==> src/bvpg_pkg.sv <==
// Package for the bitplane video pixel generator: modes, register indexes,
// configuration struct, geometry constants and the intensity level table.
// Depends on nothing; every module of the block uses it.
`timescale 1ns / 1ps
`default_nettype none

package bvpg_pkg;

  // Display geometry.
  localparam int unsigned Columns      = 48;
  localparam int unsigned VisibleLines = 256;

  // Memory map and frame buffer layout.
  localparam logic [15:0] PageBase0    = 16'h1000;
  localparam logic [15:0] PageBase1    = 16'h9000;
  localparam logic [15:0] PlaneOffset  = 16'h4000;
  localparam logic [8:0]  WidthBorder  = 9'd417;
  localparam logic [8:0]  WidthPlain   = 9'd384;
  localparam logic [8:0]  XOffBorder   = 9'd21;
  localparam logic [8:0]  YOffBorder   = 9'd10;

  // Item modes.
  typedef enum logic [1:0] {
    ModeAddr     = 2'd0,
    ModePixel    = 2'd1,
    ModeFrameEnd = 2'd2,
    ModeUnused   = 2'd3
  } mode_e;

  // Configuration register indexes.
  localparam logic [3:0] CfgPalette0     = 4'd0;
  localparam logic [3:0] CfgPalette1     = 4'd1;
  localparam logic [3:0] CfgPalette2     = 4'd2;
  localparam logic [3:0] CfgPalette3     = 4'd3;
  localparam logic [3:0] CfgColourEnable = 4'd4;
  localparam logic [3:0] CfgBorder       = 4'd5;
  localparam logic [3:0] CfgPage         = 4'd6;
  localparam logic [3:0] CfgScroll       = 4'd7;

  // Register file contents as seen by the datapath.
  typedef struct packed {
    logic [3:0][7:0] palette;
    logic            colour_enable;
    logic            border_visible;
    logic            display_page;
    logic [7:0]      vertical_scroll;
  } cfg_t;

  // Intensity levels for a two-bit channel code.
  function automatic logic [7:0] level_of(input logic [1:0] code);
    logic [7:0] lvl;
    unique case (code)
      2'd0: lvl = 8'd0;
      2'd1: lvl = 8'd90;
      2'd2: lvl = 8'd180;
      2'd3: lvl = 8'd255;
      default: lvl = 8'd0;
    endcase
    return lvl;
  endfunction

endpackage

`default_nettype wire

==> src/bitplane_video_pixel_generator.sv <==
// Top level of the bitplane video pixel generator: input register, result
// sequencer and the glue to the register file and datapath modules.
// Depends on bvpg_pkg, bvpg_cfg_regs, bvpg_column_calc, bvpg_colour_decode.
//
// Usage: input words arrive on in_valid_i/in_ready_o with a mode and the
// column fields; result words leave on out_valid_o/out_ready_i. Registers
// are written through cfg_valid_i/cfg_index_i/cfg_data_i; cfg_ready_o is
// always high and writes are meant only while the block is idle.
// An accepted word is captured in the input register and moves on into
// the result register once that is free; its results are offered from there.
// An address request gives one result word; column data gives eight pixel
// words, one per cycle while the receiver is ready, pixel 0 first, with
// last_o on the eighth. Frame end and unused modes, and words outside
// the visible area, give no result and leave the input register without
// waiting for the result register. The next input word is accepted while
// results are still being sent. A receiver stall holds the current result
// word unchanged and, once the input register holds a word that gives a
// result, drops in_ready_o. Reset empties both registers, restores the
// palette to 0xFF and clears the other registers and the latched scroll.
`timescale 1ns / 1ps
`default_nettype none

module bitplane_video_pixel_generator (
  input  wire logic        clk_i,
  input  wire logic        rst_ni,
  // Configuration write channel.
  input  wire logic        cfg_valid_i,
  output logic             cfg_ready_o,
  input  wire logic [3:0]  cfg_index_i,
  input  wire logic [7:0]  cfg_data_i,
  // Input channel.
  input  wire logic        in_valid_i,
  output logic             in_ready_o,
  input  wire logic [1:0]  mode_i,
  input  wire logic [7:0]  scan_line_i,
  input  wire logic [5:0]  column_index_i,
  input  wire logic [7:0]  plane0_byte_i,
  input  wire logic [7:0]  plane1_byte_i,
  // Result channel.
  output logic             out_valid_o,
  input  wire logic        out_ready_i,
  output logic [15:0]      plane0_address_o,
  output logic [15:0]      plane1_address_o,
  output logic [16:0]      pixel_index_o,
  output logic [7:0]       red_level_o,
  output logic [7:0]       green_level_o,
  output logic [7:0]       blue_level_o,
  output logic             last_o
);

  bvpg_pkg::cfg_t  cfg;
  logic [7:0]      scroll_latched;

  // Input register.
  logic            in_valid_q, in_valid_d;
  bvpg_pkg::mode_e mode_q;
  logic [7:0]      line_q;
  logic [5:0]      col_q;
  logic [7:0]      p0_q, p1_q;

  // Result register.
  logic            out_valid_q, out_valid_d;
  logic            is_pix_q;
  logic [2:0]      cnt_q, cnt_d;
  logic [7:0]      op0_q, op1_q;
  logic [16:0]     row_base_q;
  logic [15:0]     addr_q;

  logic            visible;
  logic [15:0]     addr_calc;
  logic [16:0]     row_base_calc;
  logic            gives_result;
  logic            frame_end;
  logic            out_last;
  logic            out_take;
  logic            s2_free;
  logic            s1_pop;
  logic            in_accept;
  logic [1:0]      colour_index;
  logic [7:0]      red, green, blue;

  assign cfg_ready_o = 1'b1;

  bvpg_cfg_regs u_cfg_regs (
    .clk_i            (clk_i),
    .rst_ni           (rst_ni),
    .cfg_valid_i      (cfg_valid_i),
    .cfg_index_i      (cfg_index_i),
    .cfg_data_i       (cfg_data_i),
    .frame_end_i      (frame_end),
    .cfg_o            (cfg),
    .scroll_latched_o (scroll_latched)
  );

  bvpg_column_calc u_column_calc (
    .cfg_i            (cfg),
    .scroll_latched_i (scroll_latched),
    .scan_line_i      (line_q),
    .column_index_i   (col_q),
    .visible_o        (visible),
    .plane0_address_o (addr_calc),
    .row_base_o       (row_base_calc)
  );

  // Handshake control between the two registers.
  assign gives_result = visible &&
                        ((mode_q == bvpg_pkg::ModeAddr) || (mode_q == bvpg_pkg::ModePixel));
  assign out_last     = !is_pix_q || (cnt_q == 3'd7);
  assign out_take     = out_valid_q && out_ready_i;
  assign s2_free      = !out_valid_q || (out_ready_i && out_last);
  assign s1_pop       = in_valid_q && (!gives_result || s2_free);
  assign frame_end    = s1_pop && (mode_q == bvpg_pkg::ModeFrameEnd);
  assign in_ready_o   = !in_valid_q || s1_pop;
  assign in_accept    = in_valid_i && in_ready_o;

  always_comb begin
    in_valid_d = in_valid_q;
    if (in_accept) begin
      in_valid_d = 1'b1;
    end else if (s1_pop) begin
      in_valid_d = 1'b0;
    end
  end

  // Result register valid and pixel counter.
  always_comb begin
    out_valid_d = out_valid_q;
    cnt_d       = cnt_q;
    if (s1_pop && gives_result) begin
      out_valid_d = 1'b1;
      cnt_d       = 3'd0;
    end else if (out_take) begin
      if (out_last) begin
        out_valid_d = 1'b0;
      end else begin
        cnt_d = cnt_q + 3'd1;
      end
    end
  end

  always_ff @(posedge clk_i or negedge rst_ni) begin
    if (!rst_ni) begin
      in_valid_q  <= 1'b0;
      out_valid_q <= 1'b0;
      cnt_q       <= 3'd0;
    end else begin
      in_valid_q  <= in_valid_d;
      out_valid_q <= out_valid_d;
      cnt_q       <= cnt_d;
    end
  end

  // Payload registers.
  always_ff @(posedge clk_i) begin
    if (in_accept) begin
      mode_q <= bvpg_pkg::mode_e'(mode_i);
      line_q <= scan_line_i;
      col_q  <= column_index_i;
      p0_q   <= plane0_byte_i;
      p1_q   <= plane1_byte_i;
    end
    if (s1_pop && gives_result) begin
      is_pix_q   <= (mode_q == bvpg_pkg::ModePixel);
      op0_q      <= p0_q;
      op1_q      <= p1_q;
      row_base_q <= row_base_calc;
      addr_q     <= addr_calc;
    end
  end

  // Pixel colour of the current bit position.
  assign colour_index = {op1_q[cnt_q], op0_q[cnt_q]};

  bvpg_colour_decode u_colour_decode (
    .cfg_i          (cfg),
    .colour_index_i (colour_index),
    .red_o          (red),
    .green_o        (green),
    .blue_o         (blue)
  );

  // Result word fields; the fields of the other mode read as zero.
  assign out_valid_o      = out_valid_q;
  assign plane0_address_o = is_pix_q ? 16'd0 : addr_q;
  assign plane1_address_o = is_pix_q ? 16'd0 : (addr_q + bvpg_pkg::PlaneOffset);
  assign pixel_index_o    = is_pix_q ? (row_base_q + {14'd0, cnt_q}) : 17'd0;
  assign red_level_o      = is_pix_q ? red : 8'd0;
  assign green_level_o    = is_pix_q ? green : 8'd0;
  assign blue_level_o     = is_pix_q ? blue : 8'd0;
  assign last_o           = out_last;

endmodule

`default_nettype wire

==> src/bvpg_cfg_regs.sv <==
// Configuration register file and the frame-end scroll latch.
// Depends on bvpg_pkg.
`timescale 1ns / 1ps
`default_nettype none

module bvpg_cfg_regs (
  input  wire logic          clk_i,
  input  wire logic          rst_ni,
  input  wire logic          cfg_valid_i,
  input  wire logic [3:0]    cfg_index_i,
  input  wire logic [7:0]    cfg_data_i,
  input  wire logic          frame_end_i,
  output bvpg_pkg::cfg_t     cfg_o,
  output logic [7:0]         scroll_latched_o
);

  bvpg_pkg::cfg_t cfg_q, cfg_d;
  logic [7:0]     scroll_q, scroll_d;

  // Register writes; an index past the list leaves everything as it is.
  always_comb begin
    cfg_d = cfg_q;
    if (cfg_valid_i) begin
      unique case (cfg_index_i)
        bvpg_pkg::CfgPalette0:     cfg_d.palette[0] = cfg_data_i;
        bvpg_pkg::CfgPalette1:     cfg_d.palette[1] = cfg_data_i;
        bvpg_pkg::CfgPalette2:     cfg_d.palette[2] = cfg_data_i;
        bvpg_pkg::CfgPalette3:     cfg_d.palette[3] = cfg_data_i;
        bvpg_pkg::CfgColourEnable: cfg_d.colour_enable = cfg_data_i[0];
        bvpg_pkg::CfgBorder:       cfg_d.border_visible = cfg_data_i[0];
        bvpg_pkg::CfgPage:         cfg_d.display_page = cfg_data_i[0];
        bvpg_pkg::CfgScroll:       cfg_d.vertical_scroll = cfg_data_i;
        default: ;
      endcase
    end
  end

  // The scroll value takes effect only at frame end.
  assign scroll_d = frame_end_i ? cfg_q.vertical_scroll : scroll_q;

  always_ff @(posedge clk_i or negedge rst_ni) begin
    if (!rst_ni) begin
      cfg_q.palette         <= {4{8'hFF}};
      cfg_q.colour_enable   <= 1'b0;
      cfg_q.border_visible  <= 1'b0;
      cfg_q.display_page    <= 1'b0;
      cfg_q.vertical_scroll <= 8'd0;
      scroll_q              <= 8'd0;
    end else begin
      cfg_q    <= cfg_d;
      scroll_q <= scroll_d;
    end
  end

  assign cfg_o            = cfg_q;
  assign scroll_latched_o = scroll_q;

endmodule

`default_nettype wire

==> src/bvpg_column_calc.sv <==
// Per-column arithmetic: visibility check, plane 0 byte address and the
// frame buffer index of the column's first pixel. Depends on bvpg_pkg.
`timescale 1ns / 1ps
`default_nettype none

module bvpg_column_calc (
  input  wire bvpg_pkg::cfg_t cfg_i,
  input  wire logic [7:0]    scroll_latched_i,
  input  wire logic [7:0]    scan_line_i,
  input  wire logic [5:0]    column_index_i,
  output logic               visible_o,
  output logic [15:0]        plane0_address_o,
  output logic [16:0]        row_base_o
);

  logic [15:0] base;
  logic [7:0]  line_scrolled;
  logic [8:0]  width;
  logic [8:0]  xoff;
  logic [8:0]  line_off;
  logic [17:0] row_product;
  logic [17:0] row_sum;

  // Items outside the visible area give no result.
  assign visible_o = ({1'b0, scan_line_i} < 9'(bvpg_pkg::VisibleLines)) &&
                     ({1'b0, column_index_i} < 7'(bvpg_pkg::Columns));

  // Address: page base, scrolled line, 256 bytes per column.
  assign base          = cfg_i.display_page ? bvpg_pkg::PageBase1 : bvpg_pkg::PageBase0;
  assign line_scrolled = scan_line_i + scroll_latched_i;
  assign plane0_address_o = base + {8'd0, line_scrolled} + {2'd0, column_index_i, 8'd0};

  // Frame buffer position of pixel 0 of this column.
  assign width    = cfg_i.border_visible ? bvpg_pkg::WidthBorder : bvpg_pkg::WidthPlain;
  assign xoff     = cfg_i.border_visible ? bvpg_pkg::XOffBorder : 9'd0;
  assign line_off = {1'b0, scan_line_i} + (cfg_i.border_visible ? bvpg_pkg::YOffBorder : 9'd0);
  assign row_product = line_off * width;
  assign row_sum     = row_product + {9'd0, column_index_i, 3'd0} + {9'd0, xoff};
  assign row_base_o  = row_sum[16:0];

endmodule

`default_nettype wire

==> src/bvpg_colour_decode.sv <==
// Palette lookup and channel decoding of a two-bit colour index.
// Depends on bvpg_pkg.
`timescale 1ns / 1ps
`default_nettype none

module bvpg_colour_decode (
  input  wire bvpg_pkg::cfg_t cfg_i,
  input  wire logic [1:0]    colour_index_i,
  output logic [7:0]         red_o,
  output logic [7:0]         green_o,
  output logic [7:0]         blue_o
);

  logic [7:0] pal;

  // The stored palette byte is inverted before decoding.
  assign pal = ~cfg_i.palette[colour_index_i];

  // Mono uses the low two bits on all channels; colour uses the upper six.
  always_comb begin
    if (cfg_i.colour_enable) begin
      red_o   = bvpg_pkg::level_of(pal[3:2]);
      green_o = bvpg_pkg::level_of(pal[5:4]);
      blue_o  = bvpg_pkg::level_of(pal[7:6]);
    end else begin
      red_o   = bvpg_pkg::level_of(pal[1:0]);
      green_o = red_o;
      blue_o  = red_o;
    end
  end

endmodule

`default_nettype wire

==> config.mk <==
export PLATFORM = sky130hd
export DESIGN_NAME = bitplane_video_pixel_generator
export DESIGN_NICKNAME = d
export VERILOG_FILES = /design/src/bvpg_pkg.sv /design/src/bitplane_video_pixel_generator.sv /design/src/bvpg_cfg_regs.sv /design/src/bvpg_column_calc.sv /design/src/bvpg_colour_decode.sv
export SDC_FILE = /design/constraint.sdc
export NUM_CORES = 1
export LEC_CHECK = 0
export ABC_CLOCK_PERIOD_IN_PS = 7700
export BUFFER_PORTS_ARGS = -buffer_cell sky130_fd_sc_hd__clkbuf_2
export CAP_MARGIN = 20
export CELL_PAD_IN_SITES_DETAIL_PLACEMENT = 1
export CELL_PAD_IN_SITES_GLOBAL_PLACEMENT = 1
export CORE_MARGIN = 2
export CORE_UTILIZATION = 49
export DETAILED_ROUTE_END_ITERATION = 6
export PLACE_DENSITY_LB_ADDON = 0.1
export SYNTH_ARGS = -nofsm -noshare
export SYNTH_HDL_FRONTEND = slang
export SYNTH_SLANG_ARGS = --single-unit
==> constraint.sdc <==
create_clock -name clk_i -period 7.7 [get_ports clk_i]
set_clock_uncertainty 0.2 [all_clocks]
set_input_delay 1.54 -clock clk_i [delete_from_list [all_inputs] [get_ports clk_i]]
set_output_delay 1.54 -clock clk_i [all_outputs]
set_load 0.005 [all_outputs]
=== Word-level counts from Yosys, hierarchy flattened ===
Cells that the tools add are included.

* Reduce and logical (&&, ||, !) cells: 35
* Order comparisons: 3
* Bitwise logic cells: 1
* Mux-type cells: 31
* Equal/unequal tests: 23
* Multipliers: 1
* Add/subtract/negate cells: 9

{| class="wikitable"
|+ Operators by type and width
! kind !! count
|-
| $pmux 8 s4 || 4
|-
| $mux 8 || 7
|-
| $mux 16 || 3
|-
| $reduce_and 2->1 || 10
|-
| $eq 2x2->1 const B || 9
|-
| $add 17x3->17 || 1
|-
| $add 17x5->17 || 1
|-
| $add 17x9->17 || 1
|-
| $mul 9x9->17 || 1
|-
| $mux 17 || 1
|-
| $add 16x14->16 || 1
|-
| $add 16x15->16 const B || 1
|-
| $add 16x8->16 || 1
|-
| $bmux 8 s2 || 1
|-
| $eq 4x3->1 const B || 4
|-
| $eq 2x1->1 const B || 5
|-
| $logic_not 2->1 || 5
|-
| $add 8x9->9 || 1
|-
| $mux 3 || 3
|-
| $add 8x8->8 || 1
|-
| $eq 4x2->1 const B || 2
|-
| $not 8->8 || 1
|-
| $logic_and 1x1->1 || 7
|-
| $mux 1 || 7
|-
| 15 further kinds || 25
|}

* Flip-flop bits (word level): 138
* Input bits: 49
* Logic and storage cells: 125
* Output and inout port bits: 77

=== Logic depth before layout (Yosys ltp) ===
Gate-level depths: netlist of the first run.

* Depth after elaboration: 9
* Mapped depth: 20
* Gate-level depth less buffers: 20

=== Modules after synthesis ===
From an unflattened synthesis of the first run, not the netlist that was laid out.

* Cells, all modules: 695
* Area, all modules: 8,375.5 um^2

{| class="wikitable"
|+ Modules (own cells, without submodules)
! module !! cells each !! times used !! area each (um^2) !! sequential area each (um^2)
|-
| bitplane_video_pixel_generator || 256 || 1 || 3,747.3 || 2,587.5
|-
| bvpg_column_calc || 254 || 1 || 2,074.5 || 0.0
|-
| bvpg_cfg_regs || 118 || 1 || 2,009.4 || 1,316.3
|-
| bvpg_colour_decode || 67 || 1 || 544.3 || 0.0
|}

=== Worst setup path after synthesis of the first run ===
No wires, ideal clock.

* Path kind: flip-flop to flip-flop
* From: register u_cfg_regs.cfg_q, in the netlist u_cfg_regs.cfg_o[9]
* To: register row_base_q[16], data pin
* Data arrival time: 4,316 ps
* Setup time: 265 ps
* Cell stages (with the launch flop): 16
* Period minus slack after synthesis: 4,782 ps
* Buffers on the path: 0
* Data required time: 7,235 ps
* Slack: 2,918 ps
* Cell sequence: dfrtp_1 ha_1 a31oi_1 xnor2_1 nand2_1 fa_1 inv_1 ha_1 ha_1 ha_1 ha_1 a2111oi_0 nand2b_1 a221o_1 a221oi_1 xnor2_1

* Cells in the longest elaborated chain, start to end: 5
* Elaborated cells on any way between the ends: 7
* Those cells by class: 3 x add/sub; 1 x mul; 3 x mux

{| class="wikitable"
|+ Ends and longest elaborated chain
! what !! RTL line !! text
|-
| from (decl) || bvpg_cfg_regs.sv:17 || <nowiki>bvpg_pkg::cfg_t cfg_q, cfg_d;</nowiki>
|-
| from (signal assigned) || bvpg_cfg_regs.sv:50 || <nowiki>cfg_q <= cfg_d;</nowiki>
|-
| $mux 4 || bvpg_column_calc.sv:36 || <nowiki>assign line_off = {1'b0, scan_line_i} + (cfg_i.border_visible ? bvpg_pkg::YOffBorder : 9'd0);</nowiki>
|-
| $add 8x9->9 || bvpg_column_calc.sv:36 ||
|-
| $mul 9x9->17 || bvpg_column_calc.sv:37 || <nowiki>assign row_product = line_off * width;</nowiki>
|-
| $add 17x9->17 || bvpg_column_calc.sv:38 || <nowiki>assign row_sum = row_product + {9'd0, column_index_i, 3'd0} + {9'd0, xoff};</nowiki>
|-
| $add 17x5->17 (*) || bvpg_column_calc.sv:38 ||
|-
| named net row_base_calc[16] || bitplane_video_pixel_generator.sv:71 || <nowiki>logic [16:0] row_base_calc;</nowiki>
|-
| to (signal assigned) || bitplane_video_pixel_generator.sv:166 || <nowiki>row_base_q <= row_base_calc;</nowiki>
|-
| to (decl) || bitplane_video_pixel_generator.sv:66 || <nowiki>logic [16:0] row_base_q;</nowiki>
|}

Mark *: on every way through the listed nets, which the timed path passes. The rest lies on a longest branch.
A chain may end at the register's enable or synchronous reset.

=== Final worst setup path of the first run ===
* From: register u_cfg_regs.cfg_q, in the netlist u_cfg_regs.cfg_o[9]
* To: register row_base_q[14], data pin

Same word-level chain as after synthesis.

==> reports/results.txt, run 1 <==
status: complete, no violations
vias in the first global route: 5,531
CP Cell Sequence: ha_1, a31oi_1, xnor2_1, nand2_1, fa_1, inv_1, ha_1, ha_1, ha_1, ha_1, a2111oi_0, nand2b_1, a221o_1, a2111oi_0, nand4b_1
Setup CP Type: flip-flop to flip-flop
Power Density: 337.9 mW/mm^2
post-DP HPWL: 13.53 mm
wl on met1: 7.837 mm
wire length on met3: 747 um
fin worst setup slack: 2.335 ns
H-tree levels: 4
clk slew on worst S/H paths: 0.07 ns
RSZ-0062 raised after global routing: false
largest net degree at the start of global routing: 57
Die H: 132.0 um
# fillers: 1,635
clock tree root driver cell: clkbuf_16
Crit path largest cell delay: 0.62 ns
Final Critical Period: 5.365 ns
Sw Share: 36.50%
number of detailed-route iterations in the first pass: 4
Hold Crit Class: flip-flop to flip-flop
Crit path arrival time: 5.45 ns
final core utilization: 58.11%
post-synth cell types: 55
CP max stage cell: dfrtp_1
net switching power of the design: 1143 uW
WP buf/inv: 1
most frequent CP cell: ha_1
family with the most delay on the worst path: adder cells
core area: 0.01594 sq mm
Slew Viols, Final: 0
Place WS: 2.399 ns
initial core utilization: 50.38%
DRC viols: 0
Avg Cell Area, Syn: 12.75 sq um
Fin. Hold Viols: 0
Fmax: 186.4 MHz
first-pass GRT wire length: 28.82 mm
grt ovf: 0
Total GRT Usage: 21.23%
Synth Instances: 630
clk_lat worst skew: 0.42 ns
met2 WL post-DR: 9.256 mm
Port Buffers: 124
WL/cell: 18.56 um
cts repair resizes: 0
initial antenna violation count: 0
Die Wd: 132.0 um
Total Negative Setup Slacks: 0 ns
CTS tree: done
synthesized cell area: 0.008033 sq mm
clk buf depth: 2
Post-synth EDFFs: 82
flops & latches, synth: 138
I/O pin count: 126
Clock power frac: 25.4%
VDD IR max: 0.3343 mV
Final nets: 876
Async SR Flop Fraction: 40.58%
FP Rows: 46
CP Capture Type: flip-flop
period utilization: 69.67%
Total Wirelength: 17.97 mm
leakage: 0.004200 uW
Layout area overhead: 15.34%
synth warn: 0
post-CTS setup buffer count: 0
Die Footprint: 0.01743 sq mm
final setup vio count: 0
initial DRC count: 206
sequential fraction of the synthesis area: 48.60%
CTS buffer count: 17
Comb pwr share: 39.9%
layout cells sized above 1: 33.64%
Critical Path RT: 7.78 ns
Max-cap violations: 0
Least-Margin Pin Slew: 0.9287 ns
Top FF cell, synth: edfxtp_1
# hold bufs at CTS: 0
vias: 5,205
Final ANT Viol Nets: 0
Internal: 1988 uW
vias per cell: 5.377
GPL Wtd Cong: 0.8498
commonest cells after routing, fill and taps aside: clkbuf_2, edfxtp_1, ha_1
most common cell after layout, fill and taps aside: clkbuf_2
Synthesized Nets: 767
n_diodes: 0
DR top layer: met4
clock sink total: 138
Slew HR: 37.96%
Max FO, Critical Path: 16
Sequential Power Share: 34.6%
CP Launch Type: flip-flop
## kinds of logic (layout without fill, tap and decap cells)
family / count (synthesis) / in the layout / share of synthesized area (%)
compound gates: 57 / 57 / 4.813
xor+xnor: 42 / 42 / 4.580
fa+ha+maj: 88 / 88 / 14.83
buf+inv: 78 / 200 / 5.249
flops: 138 / 138 / 48.60
mux: 81 / 81 / 11.87
other cells: 1 / 1 / 0.04668
simple gates: 145 / 145 / 10.02
## per-layer routing
layer	GRT usage (%)	up-vias
met5	0	-
met4	5.254	0
met3	4.575	12
met2	37.36	113
met1	26.70	2629
li1	-	2451
## Yosys cell counts, types with 3 or more instances
cell	number	area share, %
a21boi_0	3	0.28
a21o_1	9	0.84
a21oi_1	16	1.0
a31oi_1	4	0.31
and2_1	22	1.7
and3_1	4	0.31
buf_4	27	2.5
clkbuf_1	7	0.33
dfrtp_1	24	7.5
dfstp_2	32	10
edfxtp_1	82	31
fa_1	12	3.0
ha_1	76	12
inv_1	40	1.9
mux2_2	51	7.1
mux2i_1	23	2.9
mux4_2	4	1.1
nand2_1	21	0.98
nand2b_1	7	0.55
nand3_1	12	0.75
nand3b_1	4	0.37
nand4_1	4	0.31
nor2_1	24	1.1
nor2b_1	28	2.2
nor3_1	4	0.25
nor3b_1	3	0.28
o21ai_0	6	0.37
o31ai_1	4	0.37
xnor2_1	27	2.9
xor2_1	15	1.6
## state kept, by name (all words and copies together), names as in the netlist, 2 cells and up
register / count
mode_q: 2
u_cfg_regs.scroll_latched_o: 8
op0_q: 8
u_cfg_regs.cfg_o: 43
row_base_q: 17
cnt_q: 3
addr_q: 16
line_q: 8
op1_q: 8
col_q: 6
p1_q: 8
p0_q: 8
## path summary, 6_finish.rpt
check	from	to	slack [ns]	cells past startpoint
worst max-delay path	u_cfg_regs.cfg_o[9]	row_base_q[14]	2.34	15
min in group asynchronous	rst_ni	u_cfg_regs.cfg_o[10]	1.06	2
worst min register to register	p0_q[6]	op0_q[6]	0.22	0
worst max register to register	u_cfg_regs.cfg_o[9]	row_base_q[14]	2.34	15
worst min-delay path	p0_q[6]	op0_q[6]	0.22	0
max in group asynchronous	rst_ni	u_cfg_regs.scroll_latched_o[2]	5.78	2
## cell type report
type | instances | area (sq um) | area share [%]
flip-flops and latches | 138 | 3904 | 42.13
clock inverters | 15 | 150.1 | 1.621
clock buffers | 17 | 425.4 | 4.591
repair buffers | 128 | 650.6 | 7.022
multi-input cells | 414 | 3715 | 40.09
well taps | 216 | 270.3 | 2.917
inverters | 40 | 150.1 | 1.621
## worst register-to-register path, delay by kind of cell (launching register included)
kind,cells,cell delay [ns]
buffers and inverters,1,0.04
XOR/XNOR,1,0.24
AO/OA/AOI/OAI,4,1.48
AND/OR/NAND/NOR,3,0.45
flip-flops,1,0.62
adder cells (fa/ha/maj),6,2.20
## power by group through the flow
| stage | registers (uW) | clock network, uW | logic, uW |
|---|---|---|---|
| 4_1_cts | 1090 | 813 | 1270 |
| 3_3_place_gp | 1090 | 0 | 1190 |
| 6_report | 1080 | 796 | 1250 |
| 3_5_place_dp | 1100 | 0 | 1240 |
| 5_1_grt | 1100 | 844 | 1400 |
| 2_1_floorplan | 1050 | 0 | 974 |
## through the flow
step	hold slack, ns	power (uW)	instance area, sq um	instances
4_1_cts	0.2258	3168	9265	968
3_5_place_dp	0.2099	2334	8690	936
3_3_place_gp	0.2015	2275	8690	936
2_1_floorplan	0.2003	2027	8033	630
5_1_grt	0.2250	3350	9265	968
6_report	0.2220	3131	9265	968
(Power assumes the default switching activity.)
==> run 2: changes to the inputs <==
--- a/config.mk
+++ b/config.mk
@@ -5,13 +5,13 @@
 export SDC_FILE = /design/constraint.sdc
 export NUM_CORES = 1
 export LEC_CHECK = 0
-export ABC_CLOCK_PERIOD_IN_PS = 7700
+export ABC_CLOCK_PERIOD_IN_PS = 5100
 export BUFFER_PORTS_ARGS = -buffer_cell sky130_fd_sc_hd__clkbuf_2
 export CAP_MARGIN = 20
 export CELL_PAD_IN_SITES_DETAIL_PLACEMENT = 1
 export CELL_PAD_IN_SITES_GLOBAL_PLACEMENT = 1
 export CORE_MARGIN = 2
-export CORE_UTILIZATION = 49
+export CORE_UTILIZATION = 47
 export DETAILED_ROUTE_END_ITERATION = 6
 export PLACE_DENSITY_LB_ADDON = 0.1
 export SYNTH_ARGS = -nofsm -noshare
==> constraint.sdc (replaced) <==
create_clock -name clk_i -period 5.1 [get_ports clk_i]
set_clock_uncertainty 0.2 [all_clocks]
set_input_delay 1.02 -clock clk_i [delete_from_list [all_inputs] [get_ports clk_i]]
set_output_delay 1.02 -clock clk_i [all_outputs]
set_load 0.005 [all_outputs]
==> run 2 against run 1 <==
  * Wire length grew 0.21%
  * Cell count grew 0.93%
  * Non-clock buffer count grew 5
  * Global-route usage shrank 0.80 points
  * Critical path type unchanged
  * Largest power group unchanged
==> reports/results.txt, run 2 (synthesis results as in run 1) <==
status: complete, no violations (unchanged)
layout cells sized above 1: 35.54% (was 33.64%)
CTS tree: done (unchanged)
post-DP HPWL: 13.41 mm (was 13.53 mm)
initial core utilization: 48.27% (was 50.38%)
DRC viols: 0 (unchanged)
CP Capture Type: flip-flop (unchanged)
Internal: 3084 uW (was 1988 uW)
clock sink total: 138 (unchanged)
FP Rows: 47 (was 46)
CP Launch Type: flip-flop (unchanged)
I/O pin count: 126 (unchanged)
CP Cell Sequence: ha_2, ha_2, xor2_2, and2_1, ha_1, inv_1, fa_1, fa_1, inv_1, ha_1, ha_2, a2111oi_2, nand2b_1, a221o_1, a2111oi_2, nand4b_1 (was ha_1, a31oi_1, xnor2_1, nand2_1, fa_1, inv_1, ha_1, ha_1, ha_1, ha_1, a2111oi_0, nand2b_1, a221o_1, a2111oi_0, nand4b_1)
vias in the first global route: 5,430 (was 5,531)
core area: 0.01664 sq mm (was 0.01594 sq mm)
Die Footprint: 0.01815 sq mm (was 0.01743 sq mm)
WP buf/inv: 2 (was 1)
# hold bufs at CTS: 0 (unchanged)
H-tree levels: 4 (unchanged)
period utilization: 96.95% (was 69.67%)
net switching power of the design: 1713 uW (was 1143 uW)
Slew HR: 32.37% (was 37.96%)
clock tree root driver cell: clkbuf_16 (unchanged)
final setup vio count: 0 (unchanged)
clk buf depth: 2 (unchanged)
WL/cell: 18.43 um (was 18.56 um)
max FFs per register: 43 (unchanged)
Die H: 134.7 um (was 132.0 um)
Slew Viols, Final: 0 (unchanged)
CP max stage cell: fa_1 (was dfrtp_1)
largest net degree at the start of global routing: 57 (unchanged)
commonest cells after routing, fill and taps aside: clkbuf_2, edfxtp_1, ha_1 (unchanged)
family with the most delay on the worst path: adder cells (unchanged)
Crit path arrival time: 5.03 ns (was 5.45 ns)
n_diodes: 0 (unchanged)
worst hold slack: 0.2161 ns (was 0.2220 ns)
Comb pwr share: 40.5% (was 39.9%)
initial DRC count: 164 (was 206)
final core utilization: 56.36% (was 58.11%)
leakage: 0.004230 uW (was 0.004200 uW)
Crit path largest cell delay: 0.51 ns (was 0.62 ns)
Total Wirelength: 18.00 mm (was 17.97 mm)
vias: 5,207 (was 5,205)
most common cell after layout, fill and taps aside: clkbuf_2 (unchanged)
fin worst setup slack: 0.1558 ns (was 2.335 ns)
number of detailed-route iterations in the first pass: 4 (unchanged)
flop2flop setup slack: 0.16 ns (was 2.34 ns)
Port Buffers: 124 (unchanged)
Least-Margin Pin Slew: 1.012 ns (was 0.9287 ns)
Layout area overhead: 16.78% (was 15.34%)
Final ANT Viol Nets: 0 (unchanged)
first-pass GRT wire length: 28.28 mm (was 28.82 mm)
Power Density: 511.3 mW/mm^2 (was 337.9 mW/mm^2)
Fmax: 202.3 MHz (was 186.4 MHz)
Max-cap violations: 0 (unchanged)
Place WS: -0.04181 ns (was 2.399 ns)
vias per cell: 5.330 (was 5.377)
most frequent CP cell: ha_2 (was ha_1)
Final nets: 881 (was 876)
Critical Path RT: 5.19 ns (was 7.78 ns)
clk_lat worst skew: 0.43 ns (was 0.42 ns)
Hold Crit Class: flip-flop to flip-flop (unchanged)
dpl cells: 944 (was 936)
fin cells: 977 (was 968)
clk slew on worst S/H paths: 0.07 ns (about the same)
Sequential Power Share: 34.1% (was 34.6%)
Setup CP Type: flip-flop to flip-flop (unchanged)
initial antenna violation count: 0 (unchanged)
VDD IR max: 0.4832 mV (was 0.3343 mV)
Total GRT Usage: 20.43% (was 21.23%)
GPL Wtd Cong: 0.8716 (was 0.8498)
Max FO, Critical Path: 4 (was 16)
Final Critical Period: 4.944 ns (was 5.365 ns)
Sw Share: 35.71% (was 36.50%)
CTS buffer count: 17 (unchanged)
Fin. Hold Viols: 0 (unchanged)
Die Wd: 134.7 um (was 132.0 um)
Total Negative Setup Slacks: 0 ns (unchanged)
Clock power frac: 25.4% (about the same)
grt ovf: 0 (unchanged)
-- run 2: cell types whose count changed in the layout (fill, tap and decap cells not counted), moves of 2 or more --
cell,before,now
a2111oi_2,0,2
xor2_2,0,2
ha_2,0,3
buf_4,4,9
ha_1,76,73
xor2_1,15,13
inv_8,6,4
clkinvlp_4,0,2
a2111oi_0,2,0
-- run 2: cell type report --
cell class                      count  area (sq um)
Clock inverter                     15         156.4
Timing Repair Buffer              133         688.2
Sequential cell                   138          3904
Clock buffer                       17         425.4
Inverter                           40         150.1
Fill cell                        1715          7262
Multi-Input combinational cell    414          3781
Tap cell                          220         275.3
-- run 2: routing by layer --
layer / vias up / wire [um] / global-route usage [%]
met3: 20 / 702 / 3.829
met4: 0 / 278 / 6.199
li1: 2455 / - / -
met5: - / 0 / 0
met1: 2622 / 8041 / 26.62
met2: 110 / 8980 / 34.80
-- run 2: power groups by stage --
stage               registers [uW]  logic (uW)  clock network, uW
floorplan                     1590        1470                  0
global placement              1640        1830                  0
detailed placement            1650        1900                  0
CTS                           1640        1930               1240
global route                  1660        2190               1280
finish                        1630        1940               1220
-- run 2: repair_timing --
action / in CTS / in global routing
gates resized for setup: 2 / 13
cloned: 0 / 0
hold endpoints to repair: 0 / 0
pin swaps: 0 / 2
setup endpoints to repair: 2 / 4
buffers inserted: 0 / 1
-- run 2: per-stage QoR --
step	power (uW)	cell area, sq um
6_report	4797	9380
5_1_grt	5134	9380
4_1_cts	4805	9314
3_5_place_dp	3549	8725
3_3_place_gp	3470	8725
2_1_floorplan	3061	8033
-- run 2: path summary, 6_finish.rpt --
check                      startpoint              endpoint  cells after the start
max reg2reg                 line_q[1]        row_base_q[14]                     16
min reg2reg                   p0_q[7]              op0_q[7]                      0
max                         line_q[1]        row_base_q[14]                     16
min                           p0_q[7]              op0_q[7]                      0
max in group asynchronous      rst_ni           out_valid_o                      2
min in group asynchronous      rst_ni  u_cfg_regs.cfg_o[10]                      2
==> run 3: changes to the inputs <==
--- a/config.mk
+++ b/config.mk
@@ -10,7 +10,6 @@
 export CAP_MARGIN = 20
 export CELL_PAD_IN_SITES_DETAIL_PLACEMENT = 1
 export CELL_PAD_IN_SITES_GLOBAL_PLACEMENT = 1
-export CORE_MARGIN = 2
 export CORE_UTILIZATION = 47
 export DETAILED_ROUTE_END_ITERATION = 6
 export PLACE_DENSITY_LB_ADDON = 0.1
==> run 3 against run 2 <==
  * Largest cell class unchanged
  * Register-to-register slack about the same
  * Count of clock-buffer cells in the layout grew 3
  * First-iteration DRC count shrank 40%
  * Worst hold slack lost 0.0022 ns
  * Fmax barely moved
  * Global-route usage grew 1.2 points
  * Final area is 0.51% higher
  * Combinational power grew 6%
  * Non-clock buffer count grew 2
  * Die area down 2.9%
  * Critical endpoint is now row_base_q[16]
  * Total power up 0.95%
  * Critical path type unchanged
  * Via count increased by 0.27%
==> reports/results.txt, run 3 (synthesis results as in run 1) <==
initial DRC count: 99 (was 164)
period utilization: 96.90% (was 96.95%)
layout cells sized above 1: 35.97% (was 35.54%)
initial antenna violation count: 0 (unchanged)
clock tree root driver cell: clkbuf_16 (unchanged)
initial core utilization: 48.27% (unchanged)
Port Buffers: 124 (unchanged)
Crit path arrival time: 4.90 ns (was 5.03 ns)
status: complete, no violations (unchanged)
clk_lat worst skew: 0.42 ns (was 0.43 ns)
WL/cell: 18.57 um (was 18.43 um)
vias: 5,221 (was 5,207)
H-tree levels: 4 (unchanged)
worst hold slack: 0.2139 ns (was 0.2161 ns)
Max-cap violations: 0 (unchanged)
final setup vio count: 0 (unchanged)
CTS buffer count: 17 (unchanged)
Die H: 132.7 um (was 134.7 um)
Tot Pwr: 4842 uW (was 4797 uW)
CP Launch Type: flip-flop (unchanged)
number of detailed-route iterations in the first pass: 4 (unchanged)
final instance area: 0.009428 sq mm (was 0.009380 sq mm)
Setup CP Type: flip-flop to flip-flop (unchanged)
DP Area: 0.008725 sq mm (unchanged)
Hold Crit Class: flip-flop to flip-flop (unchanged)
vias in the first global route: 5,516 (was 5,430)
Slew HR: 42.33% (was 32.37%)
clock sink total: 138 (unchanged)
Critical Path RT: 5.06 ns (was 5.19 ns)
GPL Wtd Cong: 0.8416 (was 0.8716)
Die Wd: 132.7 um (was 134.7 um)
Final nets: 883 (was 881)
Layout area overhead: 17.37% (was 16.78%)
FP Rows: 47 (unchanged)
CP Capture Type: flip-flop (unchanged)
n_diodes: 0 (unchanged)
largest net degree at the start of global routing: 35 (was 57)
clk buf depth: 2 (unchanged)
vias per cell: 5.333 (was 5.330)
Final ANT Viol Nets: 0 (unchanged)
Total GRT Usage: 21.61% (was 20.43%)
Total Wirelength: 18.18 mm (was 18.00 mm)
CTS tree: done (unchanged)
Fin. Hold Viols: 0 (unchanged)
DRC viols: 0 (unchanged)
grt ovf: 0 (unchanged)
first-pass GRT wire length: 28.81 mm (was 28.28 mm)
leakage: 0.004262 uW (was 0.004230 uW)
Final Critical Period: 4.942 ns (was 4.944 ns)
Least-Margin Pin Slew: 0.8633 ns (was 1.012 ns)
Fmax: 202.4 MHz (was 202.3 MHz)
Slew Viols, Final: 0 (unchanged)
core area: 0.01664 sq mm (unchanged)
Power Density: 513.6 mW/mm^2 (was 511.3 mW/mm^2)
I/O pin count: 126 (unchanged)
clk slew on worst S/H paths: 0.06 ns (was 0.07 ns)
# hold bufs at CTS: 0 (unchanged)
post-DP HPWL: 13.60 mm (was 13.41 mm)
Max FO, Critical Path: 4 (unchanged)
max FFs per register: 43 (unchanged)
VDD IR max: 0.3569 mV (was 0.4832 mV)
Die Footprint: 0.01762 sq mm (was 0.01815 sq mm)
commonest cells after routing, fill and taps aside: clkbuf_2, edfxtp_1, ha_1 (unchanged)
most common cell after layout, fill and taps aside: clkbuf_2 (unchanged)
run 3: cell types whose count changed in the layout (fill, tap and decap cells not counted), sizes merged:
cell	previous run	this run
inv	48	47
buf	9	11
bufinv	1	0
clkinvlp	3	0
clkinv	3	5
clkbuf	141	144
run 3: metal layers:
layer | routed length [um] | global-route usage, %
met5 | 0 | 0
met4 | 245 | 6.450
met3 | 650 | 4.751
met2 | 9333 | 37.22
met1 | 7955 | 27.18
run 3: worst paths after layout:
path | from | slack (ns) | end | depth (start not counted)
setup / recovery | line_q[3] | 0.16 | row_base_q[16] | 15
hold / removal | p0_q[7] | 0.21 | op0_q[7] | 0
setup reg to reg | line_q[3] | 0.16 | row_base_q[16] | 15
hold reg to reg | p0_q[7] | 0.21 | op0_q[7] | 0
max in group asynchronous | rst_ni | 3.44 | u_cfg_regs.cfg_o[20] | 2
min in group asynchronous | rst_ni | 0.38 | u_cfg_regs.cfg_o[2] | 1
run 3: timing repair:
item / 4_1_cts / 5_1_grt
pin swaps: 0 / 1
resized for setup: 5 / 15
setup endpoints to repair: 2 / 4
buffers inserted: 0 / 3
run 3: layout make-up:
class	count	area, sq um
Sequential cell	138	3904
Clock inverter	12	85.08
Multi-Input combinational cell	414	3842
Timing Repair Buffer	135	703.2
Inverter	40	150.1
Clock buffer	20	467.9
Fill cell	1725	7214
Tap cell	220	275.3
run 3: critical path, cell delays in order (launching register included):
cell and delay [ns]:
edfxtp_1 0.41, ha_2 0.41, a31oi_4 0.12, xnor2_2 0.22, nand2_1 0.15, fa_1 0.55, inv_1 0.06, ha_1 0.30
ha_1 0.31, ha_1 0.35, ha_4 0.27, a2111oi_4 0.35, nand2b_1 0.14, a221o_2 0.45, a221oi_2 0.28, xnor2_1 0.12
run 3: power breakdown:
group | internal (uW) | switching, uW
Combinational | 967 | 1090
Sequential | 1490 | 149
Clock | 667 | 483
Total | 3120 | 1720
run 3: stage by stage:
| step | util [%] | worst slack (ns) | std cells | setup TNS, ns |
|---|---|---|---|---|
| finish | 56.65 | 0.1581 | 979 | 0 |
| global route | 56.65 | -0.01526 | 979 | -0.02512 |
| CTS | 55.88 | -0.01134 | 976 | -0.02002 |
| detailed placement | 52.42 | -0.1329 | 944 | -0.2443 |
| global placement | 52.42 | 0.2148 | 944 | 0 |
| floorplan | - | 0.3181 | 630 | 0 |
